--- src/stt_pkg.sv ---
package stt_pkg;

   // widths of positions, lengths and line numbers
   localparam int POS_BITS    = 16;
   localparam int OFF_BITS    = 16;
   localparam int LEN_BITS    = 16;
   localparam int LINE_BITS   = 16;
   localparam int KIND_BITS   = 5;
   localparam int CHAR_BITS   = 8;
   localparam int KW_CHARS    = 7;
   localparam int PREFIX_BITS = CHAR_BITS * KW_CHARS;

   // queue depths, powers of two so the pointers wrap by themselves
   localparam int ITEM_DEPTH    = 2;
   localparam int ITEM_PTR_BITS = $clog2(ITEM_DEPTH);
   localparam int ITEM_CNT_BITS = $clog2(ITEM_DEPTH + 1);
   localparam int OUT_DEPTH     = 4;
   localparam int OUT_PTR_BITS  = $clog2(OUT_DEPTH);
   localparam int OUT_CNT_BITS  = $clog2(OUT_DEPTH + 1);

   // character codes
   localparam logic [CHAR_BITS-1:0] CH_NUL     = 8'h00;
   localparam logic [CHAR_BITS-1:0] CH_TAB     = 8'h09;
   localparam logic [CHAR_BITS-1:0] CH_NEWLINE = 8'h0A;
   localparam logic [CHAR_BITS-1:0] CH_RETURN  = 8'h0D;
   localparam logic [CHAR_BITS-1:0] CH_SPACE   = 8'h20;
   localparam logic [CHAR_BITS-1:0] CH_QUOTE   = 8'h22;
   localparam logic [CHAR_BITS-1:0] CH_PERCENT = 8'h25;
   localparam logic [CHAR_BITS-1:0] CH_STAR    = 8'h2A;
   localparam logic [CHAR_BITS-1:0] CH_PLUS    = 8'h2B;
   localparam logic [CHAR_BITS-1:0] CH_MINUS   = 8'h2D;
   localparam logic [CHAR_BITS-1:0] CH_SLASH   = 8'h2F;
   localparam logic [CHAR_BITS-1:0] CH_DIGIT_0 = 8'h30;
   localparam logic [CHAR_BITS-1:0] CH_DIGIT_9 = 8'h39;
   localparam logic [CHAR_BITS-1:0] CH_SEMI    = 8'h3B;
   localparam logic [CHAR_BITS-1:0] CH_EQUAL   = 8'h3D;
   localparam logic [CHAR_BITS-1:0] CH_UPPER_A = 8'h41;
   localparam logic [CHAR_BITS-1:0] CH_UPPER_Z = 8'h5A;
   localparam logic [CHAR_BITS-1:0] CH_LOWER_A = 8'h61;
   localparam logic [CHAR_BITS-1:0] CH_LOWER_Z = 8'h7A;
   localparam logic [CHAR_BITS-1:0] CH_LBRACE  = 8'h7B;
   localparam logic [CHAR_BITS-1:0] CH_RBRACE  = 8'h7D;

   // keywords, first letter in the low byte
   localparam logic [PREFIX_BITS-1:0] KW_PRINTLN = PREFIX_BITS'(64'h006E6C746E697270);
   localparam logic [PREFIX_BITS-1:0] KW_PRINT   = PREFIX_BITS'(64'h000000746E697270);
   localparam logic [PREFIX_BITS-1:0] KW_NUM     = PREFIX_BITS'(64'h00000000006D756E);
   localparam logic [PREFIX_BITS-1:0] KW_STRING  = PREFIX_BITS'(64'h0000676E69727473);
   localparam logic [PREFIX_BITS-1:0] KW_IF      = PREFIX_BITS'(64'h0000000000006669);
   localparam logic [LEN_BITS-1:0] KW_PRINTLN_LEN = LEN_BITS'(7);
   localparam logic [LEN_BITS-1:0] KW_PRINT_LEN   = LEN_BITS'(5);
   localparam logic [LEN_BITS-1:0] KW_NUM_LEN     = LEN_BITS'(3);
   localparam logic [LEN_BITS-1:0] KW_STRING_LEN  = LEN_BITS'(6);
   localparam logic [LEN_BITS-1:0] KW_IF_LEN      = LEN_BITS'(2);

   typedef enum logic [KIND_BITS-1:0] {
      KIND_PLUS        = 5'd0,
      KIND_MINUS       = 5'd1,
      KIND_MULT        = 5'd2,
      KIND_MOD         = 5'd3,
      KIND_LBRACE      = 5'd4,
      KIND_RBRACE      = 5'd5,
      KIND_SEMI        = 5'd6,
      KIND_EQ          = 5'd7,
      KIND_DIV         = 5'd8,
      KIND_EOF         = 5'd9,
      KIND_STRING      = 5'd10,
      KIND_PRINTLN     = 5'd11,
      KIND_PRINT       = 5'd12,
      KIND_NUM_DECL    = 5'd13,
      KIND_STRING_DECL = 5'd14,
      KIND_IF          = 5'd15,
      KIND_ID          = 5'd16,
      KIND_NUMBER      = 5'd17,
      KIND_ERROR       = 5'd18
   } kind_type;

   typedef enum logic [3:0] {
      CLS_BLANK,
      CLS_NEWLINE,
      CLS_OP,
      CLS_SLASH,
      CLS_QUOTE,
      CLS_END,
      CLS_LETTER,
      CLS_DIGIT,
      CLS_OTHER
   } class_type;

   typedef enum logic [5:0] {
      MODE_IDLE    = 6'b000001,
      MODE_SLASH   = 6'b000010,
      MODE_COMMENT = 6'b000100,
      MODE_STRING  = 6'b001000,
      MODE_WORD    = 6'b010000,
      MODE_NUMBER  = 6'b100000
   } mode_type;

   // classified byte, with position and line before the byte
   typedef struct packed {
      logic [CHAR_BITS-1:0] ch;
      class_type            cls;
      kind_type             op_kind;
      logic [POS_BITS-1:0]  pos;
      logic [LINE_BITS-1:0] line;
   } item_type;

   typedef struct packed {
      kind_type             kind;
      logic [OFF_BITS-1:0]  offset;
      logic [LEN_BITS-1:0]  length;
      logic [LINE_BITS-1:0] line;
      logic                 last;
   } token_type;

   // up to two tokens from one byte
   typedef struct packed {
      logic [1:0] count;
      token_type  first;
      token_type  second;
   } emit_type;

   // clamp a position to the offset field
   function automatic logic [OFF_BITS-1:0] pos_to_offset(input logic [POS_BITS-1:0] p);
      logic [POS_BITS+OFF_BITS-1:0] wide;
      logic [POS_BITS+OFF_BITS-1:0] limit;
      wide  = {{OFF_BITS{1'b0}}, p};
      limit = {{POS_BITS{1'b0}}, {OFF_BITS{1'b1}}};
      if (wide > limit) begin
         return '1;
      end
      return wide[OFF_BITS-1:0];
   endfunction

   // saturating position step
   function automatic logic [POS_BITS-1:0] pos_next(input logic [POS_BITS-1:0] p);
      return (p == '1) ? p : p + POS_BITS'(1);
   endfunction

endpackage

--- src/stt_front.sv ---
module stt_front (
   input  logic                                   clock,
   input  logic                                   reset,
   input  logic [stt_pkg::CHAR_BITS-1:0]          req_char_in,
   input  logic                                   push,
   output logic                                   full,
   output logic                                   item_valid,
   output stt_pkg::item_type                      item,
   input  logic                                   item_take
);
   import stt_pkg::*;

   logic [POS_BITS-1:0]      pos_ff, pos_in;
   logic [LINE_BITS-1:0]     line_ff, line_in;
   item_type                 q_ff [ITEM_DEPTH];
   logic [ITEM_PTR_BITS-1:0] wr_ptr_ff, wr_ptr_in;
   logic [ITEM_PTR_BITS-1:0] rd_ptr_ff, rd_ptr_in;
   logic [ITEM_CNT_BITS-1:0] count_ff, count_in;
   logic                     accept;
   logic                     take_ok;
   item_type                 fresh;

   assign full       = (count_ff == ITEM_CNT_BITS'(ITEM_DEPTH));
   assign item_valid = (count_ff != '0);
   assign item       = q_ff[rd_ptr_ff];
   assign accept     = push && !full;
   assign take_ok    = item_take && item_valid;

   // byte classification
   always_comb begin
      fresh.ch      = req_char_in;
      fresh.pos     = pos_ff;
      fresh.line    = line_ff;
      fresh.op_kind = KIND_ERROR;
      case (req_char_in) inside
         CH_SPACE, CH_RETURN, CH_TAB: fresh.cls = CLS_BLANK;
         CH_NEWLINE:                  fresh.cls = CLS_NEWLINE;
         CH_NUL:                      fresh.cls = CLS_END;
         CH_SLASH:                    fresh.cls = CLS_SLASH;
         CH_QUOTE:                    fresh.cls = CLS_QUOTE;
         CH_PLUS: begin
            fresh.cls     = CLS_OP;
            fresh.op_kind = KIND_PLUS;
         end
         CH_MINUS: begin
            fresh.cls     = CLS_OP;
            fresh.op_kind = KIND_MINUS;
         end
         CH_STAR: begin
            fresh.cls     = CLS_OP;
            fresh.op_kind = KIND_MULT;
         end
         CH_PERCENT: begin
            fresh.cls     = CLS_OP;
            fresh.op_kind = KIND_MOD;
         end
         CH_LBRACE: begin
            fresh.cls     = CLS_OP;
            fresh.op_kind = KIND_LBRACE;
         end
         CH_RBRACE: begin
            fresh.cls     = CLS_OP;
            fresh.op_kind = KIND_RBRACE;
         end
         CH_SEMI: begin
            fresh.cls     = CLS_OP;
            fresh.op_kind = KIND_SEMI;
         end
         CH_EQUAL: begin
            fresh.cls     = CLS_OP;
            fresh.op_kind = KIND_EQ;
         end
         [CH_UPPER_A:CH_UPPER_Z], [CH_LOWER_A:CH_LOWER_Z]: fresh.cls = CLS_LETTER;
         [CH_DIGIT_0:CH_DIGIT_9]:                           fresh.cls = CLS_DIGIT;
         default:                                           fresh.cls = CLS_OTHER;
      endcase
   end

   // position and line tracking, cleared by end of text
   always_comb begin
      pos_in  = pos_ff;
      line_in = line_ff;
      if (accept) begin
         if (fresh.cls == CLS_END) begin
            pos_in  = '0;
            line_in = LINE_BITS'(1);
         end else begin
            pos_in = pos_next(pos_ff);
            if (fresh.cls == CLS_NEWLINE && line_ff != '1) begin
               line_in = line_ff + LINE_BITS'(1);
            end
         end
      end
   end

   // item queue pointers
   always_comb begin
      wr_ptr_in = accept  ? wr_ptr_ff + ITEM_PTR_BITS'(1) : wr_ptr_ff;
      rd_ptr_in = take_ok ? rd_ptr_ff + ITEM_PTR_BITS'(1) : rd_ptr_ff;
      count_in  = count_ff + ITEM_CNT_BITS'(accept) - ITEM_CNT_BITS'(take_ok);
   end

   always_ff @(posedge clock) begin
      if (reset) begin
         pos_ff    <= '0;
         line_ff   <= LINE_BITS'(1);
         wr_ptr_ff <= '0;
         rd_ptr_ff <= '0;
         count_ff  <= '0;
      end else begin
         pos_ff    <= pos_in;
         line_ff   <= line_in;
         wr_ptr_ff <= wr_ptr_in;
         rd_ptr_ff <= rd_ptr_in;
         count_ff  <= count_in;
      end
   end

   // queue storage
   always_ff @(posedge clock) begin
      if (accept) begin
         q_ff[wr_ptr_ff] <= fresh;
      end
   end

endmodule

--- src/stt_back.sv ---
module stt_back (
   input  logic              clock,
   input  logic              reset,
   input  logic              item_valid,
   input  stt_pkg::item_type item,
   output logic              item_take,
   input  logic              room,
   output stt_pkg::emit_type emit
);
   import stt_pkg::*;

   mode_type              mode_ff, mode_in;
   logic [POS_BITS-1:0]   start_ff, start_in;
   logic [LEN_BITS-1:0]   len_ff, len_in;
   logic [PREFIX_BITS-1:0] prefix_ff, prefix_in;
   logic                  go;
   logic                  consumed;
   logic                  mode_hit, disp_hit;
   token_type             mode_tok, disp_tok;
   logic [LEN_BITS-1:0]   len_inc;
   kind_type              word_kind;

   function automatic token_type make_token(input kind_type k,
                                            input logic [OFF_BITS-1:0] off,
                                            input logic [LEN_BITS-1:0] len,
                                            input logic [LINE_BITS-1:0] line);
      token_type t;
      t.kind   = k;
      t.offset = off;
      t.length = len;
      t.line   = line;
      t.last   = 1'b0;
      return t;
   endfunction

   assign go        = item_valid && room;
   assign item_take = go;
   assign len_inc   = (len_ff == '1) ? len_ff : len_ff + LEN_BITS'(1);

   // keyword match on exact length and letters
   always_comb begin
      if (len_ff == KW_PRINTLN_LEN && prefix_ff == KW_PRINTLN) begin
         word_kind = KIND_PRINTLN;
      end else if (len_ff == KW_PRINT_LEN && prefix_ff == KW_PRINT) begin
         word_kind = KIND_PRINT;
      end else if (len_ff == KW_NUM_LEN && prefix_ff == KW_NUM) begin
         word_kind = KIND_NUM_DECL;
      end else if (len_ff == KW_STRING_LEN && prefix_ff == KW_STRING) begin
         word_kind = KIND_STRING_DECL;
      end else if (len_ff == KW_IF_LEN && prefix_ff == KW_IF) begin
         word_kind = KIND_IF;
      end else begin
         word_kind = KIND_ID;
      end
   end

   // scanner step: extend or finish the pending token, then treat an unconsumed byte as fresh
   always_comb begin
      mode_in   = mode_ff;
      start_in  = start_ff;
      len_in    = len_ff;
      prefix_in = prefix_ff;
      consumed  = 1'b0;
      mode_hit  = 1'b0;
      disp_hit  = 1'b0;
      mode_tok  = '0;
      disp_tok  = '0;
      if (go) begin
         case (mode_ff)
            MODE_WORD: begin
               if (item.cls == CLS_LETTER) begin
                  for (int i = 0; i < KW_CHARS; i++) begin
                     if (len_ff == LEN_BITS'(i)) begin
                        prefix_in[CHAR_BITS*i +: CHAR_BITS] = item.ch;
                     end
                  end
                  len_in   = len_inc;
                  consumed = 1'b1;
               end else begin
                  mode_hit = 1'b1;
                  mode_tok = make_token(word_kind, pos_to_offset(start_ff), len_ff, item.line);
                  mode_in  = MODE_IDLE;
               end
            end
            MODE_NUMBER: begin
               if (item.cls == CLS_DIGIT) begin
                  len_in   = len_inc;
                  consumed = 1'b1;
               end else begin
                  mode_hit = 1'b1;
                  mode_tok = make_token(KIND_NUMBER, pos_to_offset(start_ff), len_ff,
                                        item.line);
                  mode_in  = MODE_IDLE;
               end
            end
            MODE_SLASH: begin
               if (item.cls == CLS_SLASH) begin
                  mode_in  = MODE_COMMENT;
                  consumed = 1'b1;
               end else begin
                  mode_hit = 1'b1;
                  mode_tok = make_token(KIND_DIV, pos_to_offset(start_ff), LEN_BITS'(1),
                                        item.line);
                  mode_in  = MODE_IDLE;
               end
            end
            MODE_COMMENT: begin
               if (item.cls == CLS_NEWLINE || item.cls == CLS_END) begin
                  mode_in = MODE_IDLE;
               end else begin
                  consumed = 1'b1;
               end
            end
            MODE_STRING: begin
               if (item.cls == CLS_QUOTE) begin
                  mode_hit = 1'b1;
                  mode_tok = make_token(KIND_STRING, pos_to_offset(start_ff), len_ff,
                                        item.line);
                  mode_in  = MODE_IDLE;
                  consumed = 1'b1;
               end else if (item.cls == CLS_END) begin
                  mode_hit = 1'b1;
                  mode_tok = make_token(KIND_ERROR, pos_to_offset(start_ff), len_ff,
                                        item.line);
                  mode_in  = MODE_IDLE;
               end else begin
                  len_in   = len_inc;
                  consumed = 1'b1;
               end
            end
            default: begin
               mode_in = MODE_IDLE;
            end
         endcase

         if (!consumed) begin
            case (item.cls)
               CLS_OP: begin
                  disp_hit = 1'b1;
                  disp_tok = make_token(item.op_kind, pos_to_offset(item.pos), LEN_BITS'(1),
                                        item.line);
               end
               CLS_SLASH: begin
                  mode_in  = MODE_SLASH;
                  start_in = item.pos;
               end
               CLS_QUOTE: begin
                  mode_in  = MODE_STRING;
                  start_in = pos_next(item.pos);
                  len_in   = '0;
               end
               CLS_END: begin
                  disp_hit = 1'b1;
                  disp_tok = make_token(KIND_EOF, pos_to_offset(item.pos), '0, item.line);
                  mode_in  = MODE_IDLE;
                  len_in   = '0;
               end
               CLS_LETTER: begin
                  mode_in   = MODE_WORD;
                  start_in  = item.pos;
                  len_in    = LEN_BITS'(1);
                  prefix_in = PREFIX_BITS'(item.ch);
               end
               CLS_DIGIT: begin
                  mode_in  = MODE_NUMBER;
                  start_in = item.pos;
                  len_in   = LEN_BITS'(1);
               end
               CLS_OTHER: begin
                  disp_hit = 1'b1;
                  disp_tok = make_token(KIND_ERROR, pos_to_offset(item.pos), LEN_BITS'(1),
                                        item.line);
               end
               default: begin
               end
            endcase
         end
      end
   end

   // order the tokens and flag the final one
   always_comb begin
      emit = '0;
      if (mode_hit && disp_hit) begin
         emit.count       = 2'd2;
         emit.first       = mode_tok;
         emit.second      = disp_tok;
         emit.second.last = 1'b1;
      end else if (mode_hit) begin
         emit.count      = 2'd1;
         emit.first      = mode_tok;
         emit.first.last = 1'b1;
      end else if (disp_hit) begin
         emit.count      = 2'd1;
         emit.first      = disp_tok;
         emit.first.last = 1'b1;
      end
   end

   always_ff @(posedge clock) begin
      if (reset) begin
         mode_ff <= MODE_IDLE;
         len_ff  <= '0;
      end else begin
         mode_ff <= mode_in;
         len_ff  <= len_in;
      end
   end

   // token start and word letters need no reset
   always_ff @(posedge clock) begin
      start_ff  <= start_in;
      prefix_ff <= prefix_in;
   end

endmodule

--- src/stt_out_queue.sv ---
module stt_out_queue (
   input  logic               clock,
   input  logic               reset,
   input  stt_pkg::emit_type  emit,
   output logic               room,
   input  logic               pop,
   output logic               empty,
   output stt_pkg::token_type head
);
   import stt_pkg::*;

   token_type               q_ff [OUT_DEPTH];
   logic [OUT_PTR_BITS-1:0] wr_ptr_ff, wr_ptr_in;
   logic [OUT_PTR_BITS-1:0] rd_ptr_ff, rd_ptr_in;
   logic [OUT_CNT_BITS-1:0] count_ff, count_in;
   logic [OUT_PTR_BITS-1:0] wr_second;
   logic                    pop_ok;

   // room for a full two-token burst
   assign room      = (count_ff <= OUT_CNT_BITS'(OUT_DEPTH - 2));
   assign empty     = (count_ff == '0);
   assign head      = q_ff[rd_ptr_ff];
   assign pop_ok    = pop && !empty;
   assign wr_second = wr_ptr_ff + OUT_PTR_BITS'(1);

   always_comb begin
      wr_ptr_in = wr_ptr_ff + OUT_PTR_BITS'(emit.count);
      rd_ptr_in = pop_ok ? rd_ptr_ff + OUT_PTR_BITS'(1) : rd_ptr_ff;
      count_in  = count_ff + OUT_CNT_BITS'(emit.count) - OUT_CNT_BITS'(pop_ok);
   end

   always_ff @(posedge clock) begin
      if (reset) begin
         wr_ptr_ff <= '0;
         rd_ptr_ff <= '0;
         count_ff  <= '0;
      end else begin
         wr_ptr_ff <= wr_ptr_in;
         rd_ptr_ff <= rd_ptr_in;
         count_ff  <= count_in;
      end
   end

   // token storage, two write slots
   always_ff @(posedge clock) begin
      if (emit.count != 2'd0) begin
         q_ff[wr_ptr_ff] <= emit.first;
      end
      if (emit.count == 2'd2) begin
         q_ff[wr_second] <= emit.second;
      end
   end

endmodule

--- src/source_text_tokenizer.sv ---
// Source text tokenizer.
// Input: one source byte per beat on req_char_in, taken when push is high and
// full is low. A zero byte ends the text and yields an eof token; position and
// line then restart for the next text.
// Output: tokens wait in a queue; the oldest is on the rsp_ ports while empty
// is low and leaves when pop is high. A byte gives zero, one or two tokens;
// rsp_last_of_run marks the final token of a byte.
// Throughput: one byte per cycle while the receiver keeps up. The back end takes a
// queued byte only while the token queue has two free entries, so the second
// token of a byte that gives two tokens is absorbed by that queue.
// With both queues empty, a token is on the rsp_ ports from the edge after the
// one that took the byte that completes it.
// When the receiver stalls, the token queue fills, the back end holds, the
// two-entry byte queue fills and full rises; nothing is dropped.
// Reset: synchronous; both queues empty, scanner idle, position 0, line 1.
module source_text_tokenizer (
   input  logic                            clock,
   input  logic                            reset,
   input  logic [stt_pkg::CHAR_BITS-1:0]   req_char_in,
   input  logic                            push,
   output logic                            full,
   output logic [stt_pkg::KIND_BITS-1:0]   rsp_token_kind,
   output logic [stt_pkg::OFF_BITS-1:0]    rsp_token_offset,
   output logic [stt_pkg::LEN_BITS-1:0]    rsp_token_length,
   output logic [stt_pkg::LINE_BITS-1:0]   rsp_line_number,
   output logic                            rsp_last_of_run,
   output logic                            empty,
   input  logic                            pop
);
   import stt_pkg::*;

   logic      item_valid;
   item_type  item;
   logic      item_take;
   logic      room;
   emit_type  emit;
   token_type head;

   // byte classification and position tracking
   stt_front u_front (
      .clock       (clock),
      .reset       (reset),
      .req_char_in (req_char_in),
      .push        (push),
      .full        (full),
      .item_valid  (item_valid),
      .item        (item),
      .item_take   (item_take)
   );

   // scanner state machine
   stt_back u_back (
      .clock      (clock),
      .reset      (reset),
      .item_valid (item_valid),
      .item       (item),
      .item_take  (item_take),
      .room       (room),
      .emit       (emit)
   );

   // token queue
   stt_out_queue u_out_queue (
      .clock (clock),
      .reset (reset),
      .emit  (emit),
      .room  (room),
      .pop   (pop),
      .empty (empty),
      .head  (head)
   );

   assign rsp_token_kind   = head.kind;
   assign rsp_token_offset = head.offset;
   assign rsp_token_length = head.length;
   assign rsp_line_number  = head.line;
   assign rsp_last_of_run  = head.last;

endmodule

--- config.mk ---
export PLATFORM = sky130hd
export DESIGN_NAME = source_text_tokenizer
export DESIGN_NICKNAME = d
export VERILOG_FILES = /design/src/stt_pkg.sv /design/src/stt_front.sv /design/src/stt_back.sv /design/src/stt_out_queue.sv /design/src/source_text_tokenizer.sv
export SDC_FILE = /design/constraint.sdc
export NUM_CORES = 1
export LEC_CHECK = 0
export BUFFER_PORTS_ARGS = -buffer_cell sky130_fd_sc_hd__buf_2
export CAP_MARGIN = 20
export CORE_AREA = 2 2 291 293
export CTS_CLUSTER_DIAMETER = 150
export DETAILED_ROUTE_END_ITERATION = 16
export DIE_AREA = 0 0 293 295
export MAX_ROUTING_LAYER = met4
export PLACE_DENSITY_LB_ADDON = 0.1
export RECOVER_POWER = 100
export SLEW_MARGIN = 25
export SYNTH_ARGS = -nofsm -noshare
export SYNTH_HDL_FRONTEND = slang
export SYNTH_HIERARCHICAL = 1
export SYNTH_SLANG_ARGS = --single-unit
--- constraint.sdc ---
create_clock -name clock -period 14.4 [get_ports clock]
set_input_delay 0 -clock clock [delete_from_list [all_inputs] [get_ports clock]]
set_output_delay 0 -clock clock [all_outputs]
set_load 0.01 [all_outputs]
**Word-level counts from Yosys, hierarchy flattened**

Memory sizes are Yosys's and may differ from the RTL's. A register that Yosys moved wholly into a read port is not among the register bits.
Index checks and enable logic that the tools add are counted.

- Input bits: 12
- Register bits after elaboration: 137
- Memory bits (writable): 314
- Output and inout port bits: 56
- Memories kept: 2
- Word-level logic and storage cells: 225

- Magnitude comparators: 7
- Muxes and demuxes: 109
- Add/sub/neg operators: 13
- Reduce and logical (&&, ||, !) cells: 33
- Bitwise operators: 1
- Equal/unequal tests: 48

Memory list:

| name | words | bits a word | rd ports | clocked after memory_dff | wr ports | RTL line | RTL |
|---|---|---|---|---|---|---|---|
| u_out_queue.q_ff | 4 | 54 | 1 | 1 | 2 | stt_out_queue.sv:12 | `token_type q_ff [OUT_DEPTH];` |
| u_front.q_ff | 2 | 49 | 1 | 1 | 1 | stt_front.sv:15 | `item_type q_ff [ITEM_DEPTH];` |

Operators by type and width:

| kind | count |
|---|---|
| $mux 54 | 8 |
| $mux 56 | 6 |
| $pmux 54 s4 | 1 |
| $mux 16 | 11 |
| $pmux 54 s3 | 1 |
| $mux 5 | 18 |
| $eq 8x6->1 const B | 9 |
| $add 16x1->16 const B | 4 |
| $eq 16x3->1 const B | 4 |
| $pmux 16 s2 | 2 |
| $mux 4 | 15 |
| $pmux 6 s5 | 2 |
| $eq 56x15->1 const B | 1 |
| $eq 56x23->1 const B | 1 |
| $eq 56x39->1 const B | 1 |
| $eq 56x47->1 const B | 1 |
| $eq 56x55->1 const B | 1 |
| $mux 8 | 7 |
| $mux 55 | 1 |
| $mux 53 | 1 |
| $eq 16x16->1 const B | 3 |
| $pmux 16 s3 | 1 |
| $mux 6 | 6 |
| $eq 16x2->1 const B | 2 |
| other kinds (44) | 104 |

**Longest topological paths before layout**

- Depth after elaboration: 21
- Depth in mapped cells: 17
- Depth with buffers taken out: 12

**Hierarchy**

The synthesis kept the hierarchy.

Modules (own cells, without submodules):

| module | area each (µm²) | cells each | sequential area each (µm²) | times used |
|---|---|---|---|---|
| stt_out_queue | 10955.5 | 572 | 6666.4 | 1 |
| stt_back | 6656.4 | 754 | 2602.5 | 1 |
| stt_front | 5530.3 | 412 | 3623.5 | 1 |

**Worst setup path before layout**

No wires, ideal clock.

- Path kind: register -> register
- Start: register with a tool-made name
- End: memory u_out_queue/q_ff[0][0] (netlist bit), enable pin
- Cell stages (with the launch flop): 14
- Path slack: 6865 ps
- Arrival: 6994 ps
- Clock period less this slack: 7535 ps
- Cell sequence: dfxtp_1 > clkbuf_1 > mux2_2 > clkbuf_1 > and3b_1 > o2111ai_1 > nand3_1 > nor2_1 > clkbuf_1 > ha_1 > buf_4 > buf_2 > o21bai_1 > o21ai_0

RTL lines:

| what | RTL line |
|---|---|
| end: declaration | stt_out_queue.sv:12 |

==> impl_metrics.ini <==
[critical_path]
end_kind = register
critPathKind = reg2reg
reg2reg_slack_ps = 5330
critical_path.max_fanout = 53
required_ps = 14750
r2r-end = u_out_queue/q_ff[0][15]
start_kind = register
r2r_cells = 14
endpoint = u_out_queue/q_ff[0][15]
critPathArrivalTime_ps = 9420

[yosys]
synth_seq_cells = 452
synthArstFlopShare = 0
avgSynthCellArea_um2 = 13.3
postSynthCellCount = 1738
synth_cell_types = 96
syn_area_mm2 = 0.0231
yosys_warnings = 6
synth_seq_area_share = 0.557
synth_ff_type = edfxtp_1
synth-edff-count = 384

[drt]
vias_per_cell = 4.94
drtIter0Drc = 963
ant_nets = 0
finalWirelength_um = 63400
drc_errors = 0
first_pass_iters = 5
vias = 14408
wire_per_inst_um = 21.7

[clock_network]
cts_buffers = 54
clk_pin_slew_ps = 60
cts_setup_buffers = 0
htree_levels = 2
clock_latency_ps = 610
ctsLongestPathBuffers = 3
cts-root-buf = clkbuf_16
cts_tree = built
cts.sinks = 452

[run]
drv_cap = 10

[placed_design]
place_congestion = 0.820
place_inst = 2810
port_buffers = 67
hpwl_um = 39600

[global_routing]
gr-total-overflow = 0
first_global_vias = 14754
antenna_found_initial = 0
grt_max_degree = 56
groute.usage.overall = 0.151
grt_pass1_wl_um = 96000

[finish]
area_growth_pct = 12.6
final_nets = 1825
final_common_cell = edfxtp_1
final_cell_mix = edfxtp_1, mux2_1, nor2_1, clkbuf_1, nand2_1
fillers = 8255
drive_above_1_share = 0.141
final_cells = 2915

[run_status]
violations = max-capacitance violations, max-slew violations
outcome = complete, but fails checks

[power_and_ir_drop]
p_per_area_mw_per_mm2 = 152
ir_drop_mv = 0.0710
finalPower_mw = 3.96
p_leak_nw = 9.28

[timing]
finalMaxSlewViolations = 363
fmax_ghz = 0.110
setup_viol = 0
finalCriticalPeriod_ps = 9070
rsz0062_at_grt = no
hold_slack_ps = 365
tightest_slew_ps = 4230
setup_tns_ps = 0
hold_violations = 0
relSlewSlack = -1.82
skew_ps = 26.3
finalCritPeriodShare = 0.630

[floorplan]
die_area_mm2 = 0.0864
fp.dieH_um = 295
start_util = 0.278
fp.dieW_um = 293
io_pins = 68
core_region_area_mm2 = 0.0832
row_count = 106

[min_path]
hp-class = in2reg
cell usage after synthesis, types with 17 or more instances:
master | number | share of area
edfxtp_1 | 384 | 0.50
clkbuf_1 | 35 | 0.0057
nand3_1 | 68 | 0.015
a21oi_1 | 70 | 0.015
dfxtp_1 | 68 | 0.059
nor2b_1 | 31 | 0.0084
mux2_2 | 71 | 0.035
nand4_1 | 27 | 0.0073
o21ai_0 | 29 | 0.0063
nor4_1 | 17 | 0.0046
nand2_1 | 82 | 0.013
mux4_2 | 54 | 0.053
or3_1 | 18 | 0.0049
xnor2_1 | 19 | 0.0072
inv_1 | 30 | 0.0049
mux2_1 | 199 | 0.097
buf_4 | 27 | 0.0088
nor3_1 | 28 | 0.0061
xor2_1 | 20 | 0.0076
and3_1 | 55 | 0.015
nor2_1 | 109 | 0.018
buf_2 | 25 | 0.0054
mux2i_1 | 25 | 0.011
critical path, cell delays in order, from the launching register on:
cell and delay, ps:
dfxtp_2 310, clkbuf_1 2100, mux2_1 620, nand2b_1 390, nor2_1 330, o21ai_0 190, nor2_2 180, buf_4 380
ha_1 220, clkbuf_1 1630, a2111oi_0 240, buf_4 350, nor2_1 1190, nor2b_1 260, mux2_1 390
where the power goes:
part	switching [mW]	total, mW	leakage [nW]	internal [mW]
sequential	0.0942	1.73	4.27	1.63
clock	0.544	1.34	0.844	0.794
combinational	0.557	0.889	4.17	0.332
total	1.20	3.96	9.28	2.76
area by class of cell:
class,instances,area (um2),share of cell area
clock inverter,19,195,0.00749
timing repair buffer,104,527,0.0202
inverter,31,116,0.00447
sequential,452,12900,0.495
tap,1080,1350,0.0519
multi-input combinational,1155,9460,0.363
antenna,1,2.50,0.0000960
clock buffer,73,1500,0.0577
worst min path at each step:
| stage | slack (ps) | end | startpoint | cells past startpoint |
|---|---|---|---|---|
| 6_report | 370 | u_front/q_ff[1][48] | req_char_in[7] | 2 |
| 5_1_grt | 390 | u_front/q_ff[0][48] | req_char_in[7] | 2 |
| 4_1_cts | 260 | u_front/q_ff[0][48] | req_char_in[7] | 2 |
| 3_5_place_dp | 350 | u_front/wr_ptr_ff | push | 4 |
| 3_3_place_gp | 330 | u_front/wr_ptr_ff | push | 4 |
| 2_1_floorplan | 70 | u_out_queue/count_ff[0] | reset | 1 |
state kept, by name, indices dropped and copies added (netlist names), named ones only:
signal and count:
u_out_queue/wr_ptr_ff 2, u_back/start_ff 16, u_front/q_ff 96, u_front/rd_ptr_ff 1
u_out_queue/count_ff 3, u_front/pos_ff 16, u_out_queue/q_ff 216, u_front/wr_ptr_ff 1
u_back/prefix_ff 48, u_back/mode_ff 6, u_back/len_ff 16, u_out_queue/rd_ptr_ff 2
u_front/count_ff 2, u_front/line_ff 16
metal layers:
layer  routed length, um  global-route usage
met1               30800               0.209
met2               29200               0.235
met3                2200              0.0198
met4                1150              0.0349
met5                   0                   -
through the flow:
| stage | instance area (um2) | utilization | setup slack, ps |
|---|---|---|---|
| floorplan | 23200 | - | 6870 |
| global placement | 24400 | 0.294 | 8560 |
| detailed placement | 24400 | 0.294 | 8530 |
| CTS | 26300 | 0.316 | 8510 |
| global route | 26100 | 0.313 | 4350 |
| finish | 26100 | 0.313 | 5330 |
timing repair:
action / 4_1_cts / 5_1_grt
endpoints found under the hold margin: 44 / 0
gates resized for setup: 0 / 0
hold buffers: 12 / 0
cell families after synthesis:
family | after synthesis | synth area share
flip-flops | 452 | 0.557
AND/OR/NAND/NOR | 530 | 0.124
XOR/XNOR | 41 | 0.0167
adder cells (fa/ha/maj) | 15 | 0.00843
multiplexers | 349 | 0.195
buffers and inverters | 145 | 0.0360
other | 2 | 0.000325
AO/OA/AOI/OAI | 204 | 0.0622
(Power assumes the default switching activity.)
